File: src/web_pkg.sv
`timescale 1ns / 1ps

package web_pkg;

	localparam int BINS      = 64;
	localparam int BIN_W     = $clog2(BINS);
	localparam int CUR_W     = BIN_W + 1;
	localparam int TOTAL_W   = 26;
	localparam int SUM_W     = 36;
	localparam int SAMPLE_W  = 16;
	localparam int MAG_W     = SAMPLE_W + 1;
	localparam int PCT_W     = 7;
	localparam int PCT_MAX   = 100;
	localparam int STEP_W    = $clog2(PCT_W);
	localparam int PROD_W    = SUM_W + PCT_W;
	localparam int BIN_NUM_W = 6;
	localparam int QDEPTH    = 4;
	localparam int QPTR_W    = $clog2(QDEPTH);
	localparam int QCNT_W    = QPTR_W + 1;

	typedef struct packed {
		logic signed [SAMPLE_W-1:0] sample;
		logic                       end_of_recording;
	} in_item_t;

	typedef struct packed {
		logic [BIN_NUM_W-1:0] bin_number;
		logic [PCT_W-1:0]     percent;
		logic                 last_bin;
	} out_item_t;

	typedef struct packed {
		logic [MAG_W-1:0] mag;
		logic             last;
	} q_item_t;

	typedef struct packed {
		logic    valid;
		q_item_t item;
	} link_t;

	function automatic logic [MAG_W-1:0] magnitude(input logic signed [SAMPLE_W-1:0] s);
		logic [MAG_W-1:0] ext;
		ext = MAG_W'(unsigned'(s));
		if (s[SAMPLE_W-1]) begin
			return (MAG_W'(1) << SAMPLE_W) - ext;
		end
		return ext;
	endfunction

endpackage

File: src/web_front.sv
`timescale 1ns / 1ps

module web_front (
	input  logic              clk,
	input  logic              arst_n,
	input  logic              push,
	output logic              full,
	input  web_pkg::in_item_t sample_item,
	output web_pkg::link_t    link,
	input  logic              link_pop
);

	web_pkg::q_item_t                 entry_q [web_pkg::QDEPTH];
	logic [web_pkg::QPTR_W-1:0]       wr_ptr_q;
	logic [web_pkg::QPTR_W-1:0]       rd_ptr_q;
	logic [web_pkg::QCNT_W-1:0]       count_q;
	logic                             do_push;
	logic                             do_pop;

	assign full    = count_q == web_pkg::QCNT_W'(web_pkg::QDEPTH);
	assign do_push = push && !full;
	assign do_pop  = link_pop && (count_q != '0);

	assign link.valid = count_q != '0;
	assign link.item  = entry_q[rd_ptr_q];

	always_ff @(posedge clk or negedge arst_n) begin
		if (!arst_n) begin
			wr_ptr_q <= '0;
			rd_ptr_q <= '0;
			count_q  <= '0;
		end else begin
			if (do_push) begin
				wr_ptr_q <= wr_ptr_q + 1'b1;
			end
			if (do_pop) begin
				rd_ptr_q <= rd_ptr_q + 1'b1;
			end
			if (do_push && !do_pop) begin
				count_q <= count_q + 1'b1;
			end else if (!do_push && do_pop) begin
				count_q <= count_q - 1'b1;
			end
		end
	end

	// magnitude taken on entry so the back end only adds
	always_ff @(posedge clk) begin
		if (do_push) begin
			entry_q[wr_ptr_q].mag  <= web_pkg::magnitude(sample_item.sample);
			entry_q[wr_ptr_q].last <= sample_item.end_of_recording;
		end
	end

endmodule

File: src/web_back.sv
`timescale 1ns / 1ps

module web_back (
	input  logic                         clk,
	input  logic                         arst_n,
	input  web_pkg::link_t               link,
	output logic                         link_pop,
	input  logic                         cfg_valid,
	output logic                         cfg_ready,
	input  logic [web_pkg::TOTAL_W-1:0]  cfg_data,
	output logic                         empty,
	input  logic                         pop,
	output web_pkg::out_item_t           result
);

	typedef enum logic [2:0] {
		ST_RUN,
		ST_READ,
		ST_MUL,
		ST_DIV,
		ST_EMIT
	} state_t;

	state_t                            state_q;
	logic [web_pkg::TOTAL_W-1:0]       width_q;
	logic [web_pkg::CUR_W-1:0]         cur_q;
	logic [web_pkg::TOTAL_W-1:0]       cnt_q;
	logic [web_pkg::SUM_W-1:0]         sum_q;
	logic [web_pkg::SUM_W-1:0]         largest_q;
	logic [web_pkg::BINS-1:0]          valid_q;
	logic [web_pkg::SUM_W-1:0]         mem [web_pkg::BINS];
	logic [web_pkg::SUM_W-1:0]         rd_data_s1;
	logic                              rd_vld_s1;
	logic [web_pkg::BIN_W-1:0]         idx_q;
	logic                              zero_q;
	logic [web_pkg::PROD_W-1:0]        rem_q;
	logic [web_pkg::PROD_W-1:0]        dsh_q;
	logic [web_pkg::PCT_W-1:0]         quo_q;
	logic [web_pkg::STEP_W-1:0]        step_q;
	logic                              out_vld_q;
	web_pkg::out_item_t                out_q;

	logic                              width_nz;
	logic                              adv;
	logic [web_pkg::CUR_W-1:0]         cur_nxt;
	logic [web_pkg::TOTAL_W-1:0]       cnt_base;
	logic [web_pkg::SUM_W-1:0]         sum_base;
	logic                              add;
	logic [web_pkg::SUM_W:0]           sum_ext;
	logic [web_pkg::SUM_W-1:0]         sum_sat;
	logic [web_pkg::SUM_W-1:0]         largest_nxt;
	logic                              take;
	logic                              cfg_wr;
	logic [web_pkg::SUM_W-1:0]         rd_sum;
	logic [web_pkg::PROD_W-1:0]        prod;
	logic                              dge;
	logic                              slot_free;
	logic [web_pkg::PCT_W-1:0]         pct;

	assign width_nz = width_q != '0;
	assign adv      = width_nz && (cnt_q >= width_q)
		&& (cur_q < web_pkg::CUR_W'(web_pkg::BINS));
	assign cur_nxt  = adv ? cur_q + 1'b1 : cur_q;
	assign cnt_base = adv ? '0 : cnt_q;
	assign sum_base = adv ? '0 : sum_q;
	assign add      = width_nz && (cur_nxt < web_pkg::CUR_W'(web_pkg::BINS));
	assign sum_ext  = {1'b0, sum_base} + (web_pkg::SUM_W + 1)'(link.item.mag);
	assign sum_sat  = sum_ext[web_pkg::SUM_W] ? '1 : sum_ext[web_pkg::SUM_W-1:0];
	assign largest_nxt = (add && (sum_sat > largest_q)) ? sum_sat : largest_q;

	assign cfg_ready = state_q == ST_RUN;
	assign cfg_wr    = cfg_valid && cfg_ready;
	assign take      = (state_q == ST_RUN) && link.valid && !cfg_valid;
	assign link_pop  = take;

	assign rd_sum = rd_vld_s1 ? rd_data_s1 : '0;
	assign prod   = web_pkg::PROD_W'(rd_sum) * web_pkg::PROD_W'(web_pkg::PCT_MAX);
	assign dge    = rem_q >= dsh_q;

	assign slot_free = !out_vld_q || pop;
	assign pct = zero_q ? '0
		: ((quo_q > web_pkg::PCT_W'(web_pkg::PCT_MAX)) ? web_pkg::PCT_W'(web_pkg::PCT_MAX) : quo_q);

	assign empty  = !out_vld_q;
	assign result = out_q;

	always_ff @(posedge clk or negedge arst_n) begin
		if (!arst_n) begin
			state_q   <= ST_RUN;
			width_q   <= '0;
			cur_q     <= '0;
			cnt_q     <= '0;
			sum_q     <= '0;
			largest_q <= '0;
			valid_q   <= '0;
			idx_q     <= '0;
			zero_q    <= 1'b0;
			rem_q     <= '0;
			dsh_q     <= '0;
			quo_q     <= '0;
			step_q    <= '0;
			out_vld_q <= 1'b0;
			out_q     <= '0;
		end else begin
			if (pop && out_vld_q && (state_q != ST_EMIT)) begin
				out_vld_q <= 1'b0;
			end
			case (state_q)
				ST_RUN: begin
					if (cfg_wr) begin
						// bin width = total_samples / BINS
						width_q <= cfg_data >> web_pkg::BIN_W;
					end else if (take) begin
						if (width_nz) begin
							cur_q     <= cur_nxt;
							cnt_q     <= add ? cnt_base + 1'b1 : cnt_base;
							sum_q     <= add ? sum_sat : sum_base;
							largest_q <= largest_nxt;
							if (add) begin
								valid_q[cur_nxt[web_pkg::BIN_W-1:0]] <= 1'b1;
							end
						end
						if (link.item.last) begin
							idx_q   <= '0;
							zero_q  <= !width_nz || (largest_nxt == '0);
							state_q <= ST_READ;
						end
					end
				end
				ST_READ: begin
					state_q <= ST_MUL;
				end
				ST_MUL: begin
					rem_q   <= prod;
					dsh_q   <= web_pkg::PROD_W'(largest_q) << (web_pkg::PCT_W - 1);
					quo_q   <= '0;
					step_q  <= '0;
					state_q <= ST_DIV;
				end
				ST_DIV: begin
					if (dge) begin
						rem_q <= rem_q - dsh_q;
					end
					quo_q  <= {quo_q[web_pkg::PCT_W-2:0], dge};
					dsh_q  <= dsh_q >> 1;
					step_q <= step_q + 1'b1;
					if (step_q == web_pkg::STEP_W'(web_pkg::PCT_W - 1)) begin
						state_q <= ST_EMIT;
					end
				end
				ST_EMIT: begin
					if (slot_free) begin
						out_vld_q        <= 1'b1;
						out_q.bin_number <= web_pkg::BIN_NUM_W'(idx_q);
						out_q.percent    <= pct;
						out_q.last_bin   <= idx_q == web_pkg::BIN_W'(web_pkg::BINS - 1);
						if (idx_q == web_pkg::BIN_W'(web_pkg::BINS - 1)) begin
							cur_q     <= '0;
							cnt_q     <= '0;
							sum_q     <= '0;
							largest_q <= '0;
							valid_q   <= '0;
							state_q   <= ST_RUN;
						end else begin
							idx_q   <= idx_q + 1'b1;
							state_q <= ST_READ;
						end
					end
				end
				default: begin
					state_q <= ST_RUN;
				end
			endcase
		end
	end

	// bin sums: running sum written through for each sample added to a bin, read once per bin on readout
	always_ff @(posedge clk) begin
		if (take && add) begin
			mem[cur_nxt[web_pkg::BIN_W-1:0]] <= sum_sat;
		end
		rd_data_s1 <= mem[idx_q];
		rd_vld_s1  <= valid_q[idx_q];
	end

	a_no_pop_in_readout: assert property (@(posedge clk) disable iff (!arst_n)
		(state_q != ST_RUN) |-> !link_pop)
		else $error("queue popped during readout");

	a_bin_in_range: assert property (@(posedge clk) disable iff (!arst_n)
		cur_q <= web_pkg::CUR_W'(web_pkg::BINS))
		else $error("current bin past end");

	a_percent_range: assert property (@(posedge clk) disable iff (!arst_n)
		out_vld_q |-> (out_q.percent <= web_pkg::PCT_W'(web_pkg::PCT_MAX)))
		else $error("percent above full scale");

	a_run_cleared: assert property (@(posedge clk) disable iff (!arst_n)
		((state_q == ST_EMIT) && slot_free && (idx_q == web_pkg::BIN_W'(web_pkg::BINS - 1)))
		|=> ((cur_q == '0) && (largest_q == '0) && (valid_q == '0)))
		else $error("run state not cleared after last bin");

endmodule

File: src/waveform_envelope_binner.sv
`timescale 1ns / 1ps

// Accumulates the magnitude of each sample into one of BINS bins (bin width is
// total_samples / BINS) and, on the sample marked end_of_recording, reports every
// bin in order as a truncated percentage of the largest bin. While accumulating,
// one sample is taken per cycle when the queue holds one and no configuration write
// is pending; the running sum of the current bin sits in a register and is written
// through to the bin memory, so no read is needed. A four-entry queue decouples
// input from the accumulator. Readout of each bin is a memory read, multiply by 100,
// seven-step restoring divider and emit; input stalls during readout once the queue
// fills. A configuration write sets the bin width to total_samples shifted right by
// log2(BINS); cfg_ready is low only during readout. Bin storage is cleared by
// per-bin valid bits, so there is no clearing pass after reset.
module waveform_envelope_binner (
	input  logic                         clk,
	input  logic                         arst_n,
	input  logic                         push,
	output logic                         full,
	input  web_pkg::in_item_t            sample_item,
	output logic                         empty,
	input  logic                         pop,
	output web_pkg::out_item_t           result,
	input  logic                         cfg_valid,
	output logic                         cfg_ready,
	input  logic [web_pkg::TOTAL_W-1:0]  cfg_data
);

	web_pkg::link_t link;
	logic           link_pop;

	web_front u_front (
		.clk         (clk),
		.arst_n      (arst_n),
		.push        (push),
		.full        (full),
		.sample_item (sample_item),
		.link        (link),
		.link_pop    (link_pop)
	);

	web_back u_back (
		.clk       (clk),
		.arst_n    (arst_n),
		.link      (link),
		.link_pop  (link_pop),
		.cfg_valid (cfg_valid),
		.cfg_ready (cfg_ready),
		.cfg_data  (cfg_data),
		.empty     (empty),
		.pop       (pop),
		.result    (result)
	);

endmodule

File: config.mk
export PLATFORM = sky130hd
export DESIGN_NAME = waveform_envelope_binner
export DESIGN_NICKNAME = d
export VERILOG_FILES = /design/src/web_pkg.sv /design/src/web_front.sv /design/src/web_back.sv /design/src/waveform_envelope_binner.sv
export SDC_FILE = /design/constraint.sdc
export NUM_CORES = 2
export LEC_CHECK = 0
export BUFFER_PORTS_ARGS = -buffer_cell sky130_fd_sc_hd__clkbuf_2
export CAP_MARGIN = 20
export CORE_MARGIN = 5
export CORE_UTILIZATION = 50
export DETAILED_ROUTE_END_ITERATION = 10
export PLACE_DENSITY = 0.72
export SETUP_SLACK_MARGIN = 0.15
export SLEW_MARGIN = 20
export SYNTH_ARGS = -nofsm -noshare
export SYNTH_HDL_FRONTEND = slang
export SYNTH_HIERARCHICAL = 1
export SYNTH_SLANG_ARGS = --single-unit
File: constraint.sdc
create_clock -name clk -period 11.85 [get_ports clk]
set_clock_uncertainty 0.05 [all_clocks]
set_input_delay 2.37 -clock clk [delete_from_list [all_inputs] [get_ports clk]]
set_output_delay 2.37 -clock clk [all_outputs]
set_load 0.02 [all_outputs]
**After elaboration in Yosys (flattened, before gate mapping)**

Memory sizes are Yosys's and may differ from the RTL's. A register that Yosys moved wholly into a read port is not among the register bits.
Index checks and enable logic that the tools add are counted.

- Add/sub/neg operators: 11
- Multipliers: 1
- $lt $le $gt $ge: 9
- Equality and inequality tests: 18
- Mux-type cells: 75
- Bitwise logic cells: 2
- Reduce and logical (&&, ||, !) cells: 38

Operator list:

| kind | count |
|---|---|
| $mux W36 | 13 |
| $mux W64 | 6 |
| $mux W26 | 7 |
| $pmux W43 S2 | 2 |
| $pmux W36 S2 | 2 |
| $pmux W64 S2 | 1 |
| $or A64 B64 Y64 | 1 |
| $mux W7 | 8 |
| $pmux W26 S2 | 1 |
| $mux W17 | 3 |
| $ge A43 B43 Y1 | 1 |
| $mux W43 | 1 |
| $sub A43 B43 Y43 | 1 |
| $mul A36 B5 Y41 const B | 1 |
| $add A36 B17 Y37 | 1 |
| $gt A36 B36 Y1 | 1 |
| $logic_not A36 Y1 | 1 |
| $mux W6 | 5 |
| $pmux W7 S2 | 2 |
| $add A26 B1 Y26 const B | 1 |
| $ge A26 B20 Y1 | 1 |
| $reduce_bool A26 Y1 | 1 |
| $mux W3 | 7 |
| $sub A17 B16 Y17 const A | 1 |
| 34 further kinds | 85 |

- Register bits after elaboration: 318
- RAM bits: 2376
- Bits of input ports: 48
- Output and inout bits: 17
- Logic and storage cells: 177
- Memories kept: 2

Memories:

| memory | depth | width | rd ports | clocked after memory_dff | wr ports | line | source |
|---|---|---|---|---|---|---|---|
| u_back.mem | 64 | 36 | 1 | 1 | 1 | web_back.sv:31 | `logic [web_pkg::SUM_W-1:0] mem [web_pkg::BINS];` |
| u_front.entry_q | 4 | 18 | 1 | 0 | 1 | web_front.sv:13 | `web_pkg::q_item_t entry_q [web_pkg::QDEPTH];` |

**Depth between registers and ports, before layout**

- Depth in word-level cells: 14
- Gate-level depth with buffers: 35
- Mapped depth without buffers: 31

**Cells and area by module**

Netlist, hierarchy kept.

By module, submodules not included:

| module | times used | cells an instance | area an instance (um^2) | sequential area each (um^2) |
|---|---|---|---|---|
| web_back | 1 | 6093 | 111564.5 | 77659.5 |
| web_front | 1 | 173 | 3318.2 | 2337.2 |

**Worst setup path before layout**

No wires, ideal clock.

- Path type: register -> register
- Start: reg u_back/cnt_q[15] (netlist bit)
- End: reg u_back.zero_q
- Library setup time: 0.092 ns
- Arrival time: 9.570 ns
- Data required time: 11.708 ns
- Setup slack: 2.138 ns
- Stages on the path, launching flop included: 31
- Path buffers: 4
- Period minus slack after synthesis: 9.712 ns
- Cell sequence: dfrtp_1 ha_1 a211oi_1 nor2_1 o311a_1 o21a_1 nor2_2 buf_6 clkbuf_1 clkbuf_1 and2_1 ha_1 buf_6 and4_4 nand4_1 or4b_4 o2111ai_4 a21oi_1 xnor2_1 o21ai_0 ha_1 nand4_1 nor4_1 nor3b_1 o41a_1 o21ai_0 or2_1 or4b_1 nor4_2 o211ai_1 o31ai_2

- Cells in the longest elaborated chain, start to end: 11
- Elaborated cells on any way between the ends: 14
- Those cells by class: add/sub: 1; order compare: 3; mux: 4; reduce/logical: 6

Ends and longest elaborated chain:

| what | line | source |
|---|---|---|
| from (decl) | web_back.sv:27 | `logic [web_pkg::TOTAL_W-1:0] cnt_q;` |
| from (signal assigned) | web_back.sv:116 | `cnt_q <= add ? cnt_base + 1'b1 : cnt_base;` |
| $ge A26 B20 Y1 (*) | web_back.sv:61 | `assign adv = width_nz && (cnt_q >= width_q)` |
| $logic_and A1 B1 Y1 (*) | web_back.sv:61 |  |
| $logic_and A1 B1 Y1 (*) | web_back.sv:62 | `&& (cur_q < web_pkg::CUR_W'(web_pkg::BINS));` |
| $mux W36 (*) | web_back.sv:65 | `assign sum_base = adv ? '0 : sum_q;` |
| $add A36 B17 Y37 (*) | web_back.sv:67 | `assign sum_ext = {1'b0, sum_base} + (web_pkg::SUM_W + 1)'(link.item.mag);` |
| $mux W36 (*) | web_back.sv:68 | `assign sum_sat = sum_ext[web_pkg::SUM_W] ? '1 : sum_ext[web_pkg::SUM_W-1:0];` |
| net u_back.sum_sat, one bit | web_back.sv:50 | `logic [web_pkg::SUM_W-1:0] sum_sat;` |
| $gt A36 B36 Y1 | web_back.sv:69 | `assign largest_nxt = (add && (sum_sat > largest_q)) ? sum_sat : largest_q;` |
| $logic_and A1 B1 Y1 | web_back.sv:69 |  |
| $mux W36 (*) | web_back.sv:69 |  |
| $logic_not A36 Y1 (*) | web_back.sv:125 | `zero_q <= !width_nz \|\| (largest_nxt == '0);` |
| $logic_or A1 B1 Y1 (*) | web_back.sv:125 |  |
| to (signal assigned) | web_back.sv:125 |  |
| to (decl) | web_back.sv:35 | `logic zero_q;` |

Mark *: on every way through the listed nets, which the timed path passes. The rest lies on a longest branch.
A chain may end at the register's enable or synchronous reset.

**Final worst setup path**

- Start: reg u_back/width_q[16] (netlist bit)
- End: reg u_back/largest_q[24] (netlist bit)

- Cells in the longest elaborated chain, start to end: 13
- Elaborated cells on any way between the ends: 19
- Those cells by class: add/sub: 1; order compare: 3; eq/ne: 1; mux: 8; reduce/logical: 6

Ends and longest elaborated chain:

| what | line | source |
|---|---|---|
| from (decl) | web_back.sv:25 | `logic [web_pkg::TOTAL_W-1:0] width_q;` |
| from (signal assigned) | web_back.sv:112 | `width_q <= cfg_data >> web_pkg::BIN_W;` |
| $ge A26 B20 Y1 or $reduce_bool A26 Y1 (tied branches) | web_back.sv:61, web_back.sv:60 |  |
| $logic_and A1 B1 Y1 (*) | web_back.sv:61 |  |
| $logic_and A1 B1 Y1 (*) | web_back.sv:62 |  |
| $mux W36 (*) | web_back.sv:65 |  |
| $add A36 B17 Y37 (*) | web_back.sv:67 |  |
| $mux W36 (*) | web_back.sv:68 |  |
| net u_back.sum_sat, one bit | web_back.sv:50 |  |
| $gt A36 B36 Y1 (*) | web_back.sv:69 |  |
| $logic_and A1 B1 Y1 (*) | web_back.sv:69 |  |
| $mux W36 (*) | web_back.sv:69 |  |
| $mux W36 (*) | web_back.sv:114 | `if (width_nz) begin` |
| $mux W36 (*) | web_back.sv:113 | `end else if (take) begin` |
| $mux W36 (*) | web_back.sv:110 | `if (cfg_wr) begin` |
| $pmux W36 S2 (*) | web_back.sv:108 | `case (state_q)` |
| to (signal assigned) | web_back.sv:118 | `largest_q <= largest_nxt;` |
| to (decl) | web_back.sv:29 | `logic [web_pkg::SUM_W-1:0] largest_q;` |

Mark *: on every way through the listed nets, which the timed path passes. The rest lies on a longest branch. The select of a mux whose other input is x is not followed.

==> impl_metrics.tcl <==
set metrics [dict create \
    finalSetupViolations 0 \
    period_needed_ns 9.69 \
    cp.arrival_ns 10.47 \
    grt_max_degree 190 \
    area_growth_pct 12.0 \
    async_reset_ff_frac 0.116 \
    grt_pass1_vias 61712 \
    synth_area_um2 115000 \
    cpMaxStageDelayCell "buf_4" \
    syn_area_per_cell_um2 18.3 \
    clkSinkCount 2729 \
    wire_per_inst_um 30.4 \
    cp_max_fo 67 \
    layout-drive-gt1-share 0.237 \
    worst_pin_slew_ns 1.26 \
    cts_made_buffers 289 \
    leakage_nw 45.4 \
    drc 0 \
    gp_congestion 0.892 \
    fin_crit_sh 0.817 \
    io_buffers 58 \
    netlist_instances 6266 \
    final_cell_mix "2,376 x edfxtp_1, 795 x mux4_2, 308 x dfrtp_1" \
    hpwl_um 166000 \
    routed_via_density 6.36 \
    drt_iter0_markers 7895 \
    boundaryPins 65 \
    nNetsFinal 6803 \
    rsz0062_at_grt "false" \
    worstHoldPathType "reg2reg" \
    cts_hold_buffers 0 \
    core-area_um2 229000 \
    postCtsResizedCells 0 \
    wirelength_um 295000 \
    dieArea_um2 239000 \
    htreeDepth 5 \
    cp.required_ns 12.63 \
    cellPowerDensity_nw_per_um2 228 \
    yosysSeqAreaShare 0.696 \
    max_freq_mhz 103 \
    peakVddDrop_uv 581 \
    grtUsageTotal 0.247 \
    setup-tns-final_ns 0 \
    cts_setup_buffers 0 \
    cp_common_cell "buf_4" \
    clock_latency_ns 0.93 \
    cts-root-buf "clkbuf_16" \
    slew_viol_final 0 \
    crit_type "reg2reg" \
    firstDrtPassIters 8 \
    drtAntennaViolNets 0 \
    start_util 0.501 \
    utilization 0.561 \
    run_status "finished, final reports clean" \
    final_common_cell "edfxtp_1" \
    hold_violations 0 \
    vias 61784 \
    antenna_found_initial 19 \
    core.rowCount 176 \
    ys_ff_latch 2729 \
    yosysWarnings 6 \
    clk_pin_slew_ns 0.06 \
    synthFlopType "edfxtp_1" \
    max_stage_delay_ns 0.67 \
    cp-end-kind "register" \
    cts_tree "done" \
    fp.dieW_um 489 \
    overflow 0 \
    cts_buffer_depth 4 \
    die_y_um 489 \
    grt_pass1_wl_um 428000 \
    max_cap_violations 0 \
    synth_edf_count 2376 \
    relSlewSlack 0.163 \
    start_kind "register" \
    synth_cell_types 111 \
]
[final cells by class]
class / instances / area [um2]
Fill cell: 16775 / 101000
Sequential cell: 2729 / 80000
Multi-Input combinational cell: 2946 / 33300
Clock buffer: 369 / 7710
Tap cell: 3026 / 3790
Timing Repair Buffer: 224 / 1660
Inverter: 293 / 1100
Clock inverter: 122 / 1080
Antenna cell: 10 / 25.0
[flip-flops by register name, summed over array words and instances (netlist names), 6 cells and up]
name               cells
u_back/largest_q      36
u_back/sum_q          36
u_back/quo_q           7
u_back/cnt_q          26
u_back/result         14
u_front/entry_q       72
u_back/cur_q           7
u_back/valid_q        64
u_back/rd_data_s1     36
u_back/dsh_q          42
u_back/rem_q          43
u_back/width_q        20
u_back/mem          2304
u_back/idx_q           6
[Yosys cell counts, types with 18 or more instances]
master / instances / area share
nor2_1: 269 / 0.0088
xnor2_1: 75 / 0.0057
o211ai_1: 18 / 0.0012
a22o_1: 47 / 0.0036
and2_1: 51 / 0.0028
clkbuf_1: 236 / 0.0077
inv_1: 292 / 0.0095
dfxtp_1: 37 / 0.0064
a22oi_1: 34 / 0.0022
nand4_1: 30 / 0.0016
a31oi_1: 24 / 0.0013
nor2b_1: 20 / 0.0011
ha_1: 238 / 0.026
a21oi_1: 210 / 0.0091
nand3_1: 72 / 0.0031
o22ai_1: 37 / 0.0020
xor2_1: 28 / 0.0021
buf_1: 49 / 0.0016
dfrtp_1: 316 / 0.069
nand2b_1: 21 / 0.0011
o31ai_1: 25 / 0.0016
a21o_1: 49 / 0.0032
mux2i_1: 41 / 0.0036
nand2_1: 286 / 0.0093
and3_1: 24 / 0.0013
o21ai_0: 216 / 0.0094
fa_1: 34 / 0.0059
mux4_2: 795 / 0.16
edfxtp_1: 2376 / 0.62
nor3_1: 44 / 0.0019
[cell families (layout without fill, tap and decap cells)]
logic type,Yosys count,in the layout,synth area share
and+or+nand+nor,910,910,0.0377
buffers and inverters,594,1008,0.0202
DFF,2729,2729,0.696
other,1,14,0.0000326
muxes,850,850,0.161
AOI/OAI and AO/OA,807,807,0.0452
xor gates and xnor gates,103,103,0.00785
adders and majority gates,272,272,0.0318
[routing by layer]
layer / vias to the layer above / routed length, um / track usage
li1: 25600 / - / -
met1: 32270 / 110000 / 0.336
met2: 3362 / 143000 / 0.400
met3: 550 / 31000 / 0.0547
met4: 2 / 10900 / 0.0860
met5: - / 12 / 0
[path summary, 6_finish.rpt]
| kind | startpoint | end | slack, ns | cells after the start |
|---|---|---|---|---|
| setup reg to reg | u_back/width_q[16]$_DFFE_PN0P_ | u_back/largest_q[24]$_DFFE_PN0P_ | 2.16 | 31 |
| setup / recovery | u_back/width_q[16]$_DFFE_PN0P_ | u_back/largest_q[24]$_DFFE_PN0P_ | 2.16 | 31 |
| max in group asynchronous | arst_n | u_back/rem_q[21]$_DFFE_PN0P_ | 9.16 | 3 |
| min in group asynchronous | arst_n | u_back/valid_q[6]$_DFFE_PN0P_ | 1.25 | 1 |
| hold / removal | u_front/count_q[2]$_DFFE_PN0P_ | u_front/count_q[2]$_DFFE_PN0P_ | 0.43 | 1 |
| hold reg to reg | u_front/count_q[2]$_DFFE_PN0P_ | u_front/count_q[2]$_DFFE_PN0P_ | 0.43 | 1 |
[power breakdown]
part | internal [mW] | total [mW] | leakage (nW) | switching [mW]
Clock | 4.97 | 8.57 | 4.31 | 3.60
Sequential | 12.8 | 13.1 | 27.6 | 0.290
Combinational | 2.33 | 7.66 | 13.5 | 5.33
Total | 20.1 | 29.3 | 45.4 | 9.21
[stage by stage]
step                      worst slack, ns  power (mW)  std cells  instance area, um2  hold WS (ns)
after global placement               2.44        20.6       9215              120000         0.410
after CTS                            2.18        29.4       9706              129000         0.432
after floorplan                      2.14        18.1       6269              115000         0.393
after detailed placement             2.27        20.9       9215              120000         0.418
after global routing                 1.60        30.5       9710              129000         0.451
final                                2.16        29.3       9719              129000         0.429
[worst max-delay path, delay by kind of cell, from the launching register on]
family / cells / cell delay (ns)
buffers and inverters: 7 / 2.22
DFF: 1 / 0.37
and+or+nand+nor: 11 / 3.54
AOI/OAI and AO/OA: 10 / 2.51
adders and majority gates: 3 / 0.84
No activity file was read; power rests on OpenSTA's default activity.
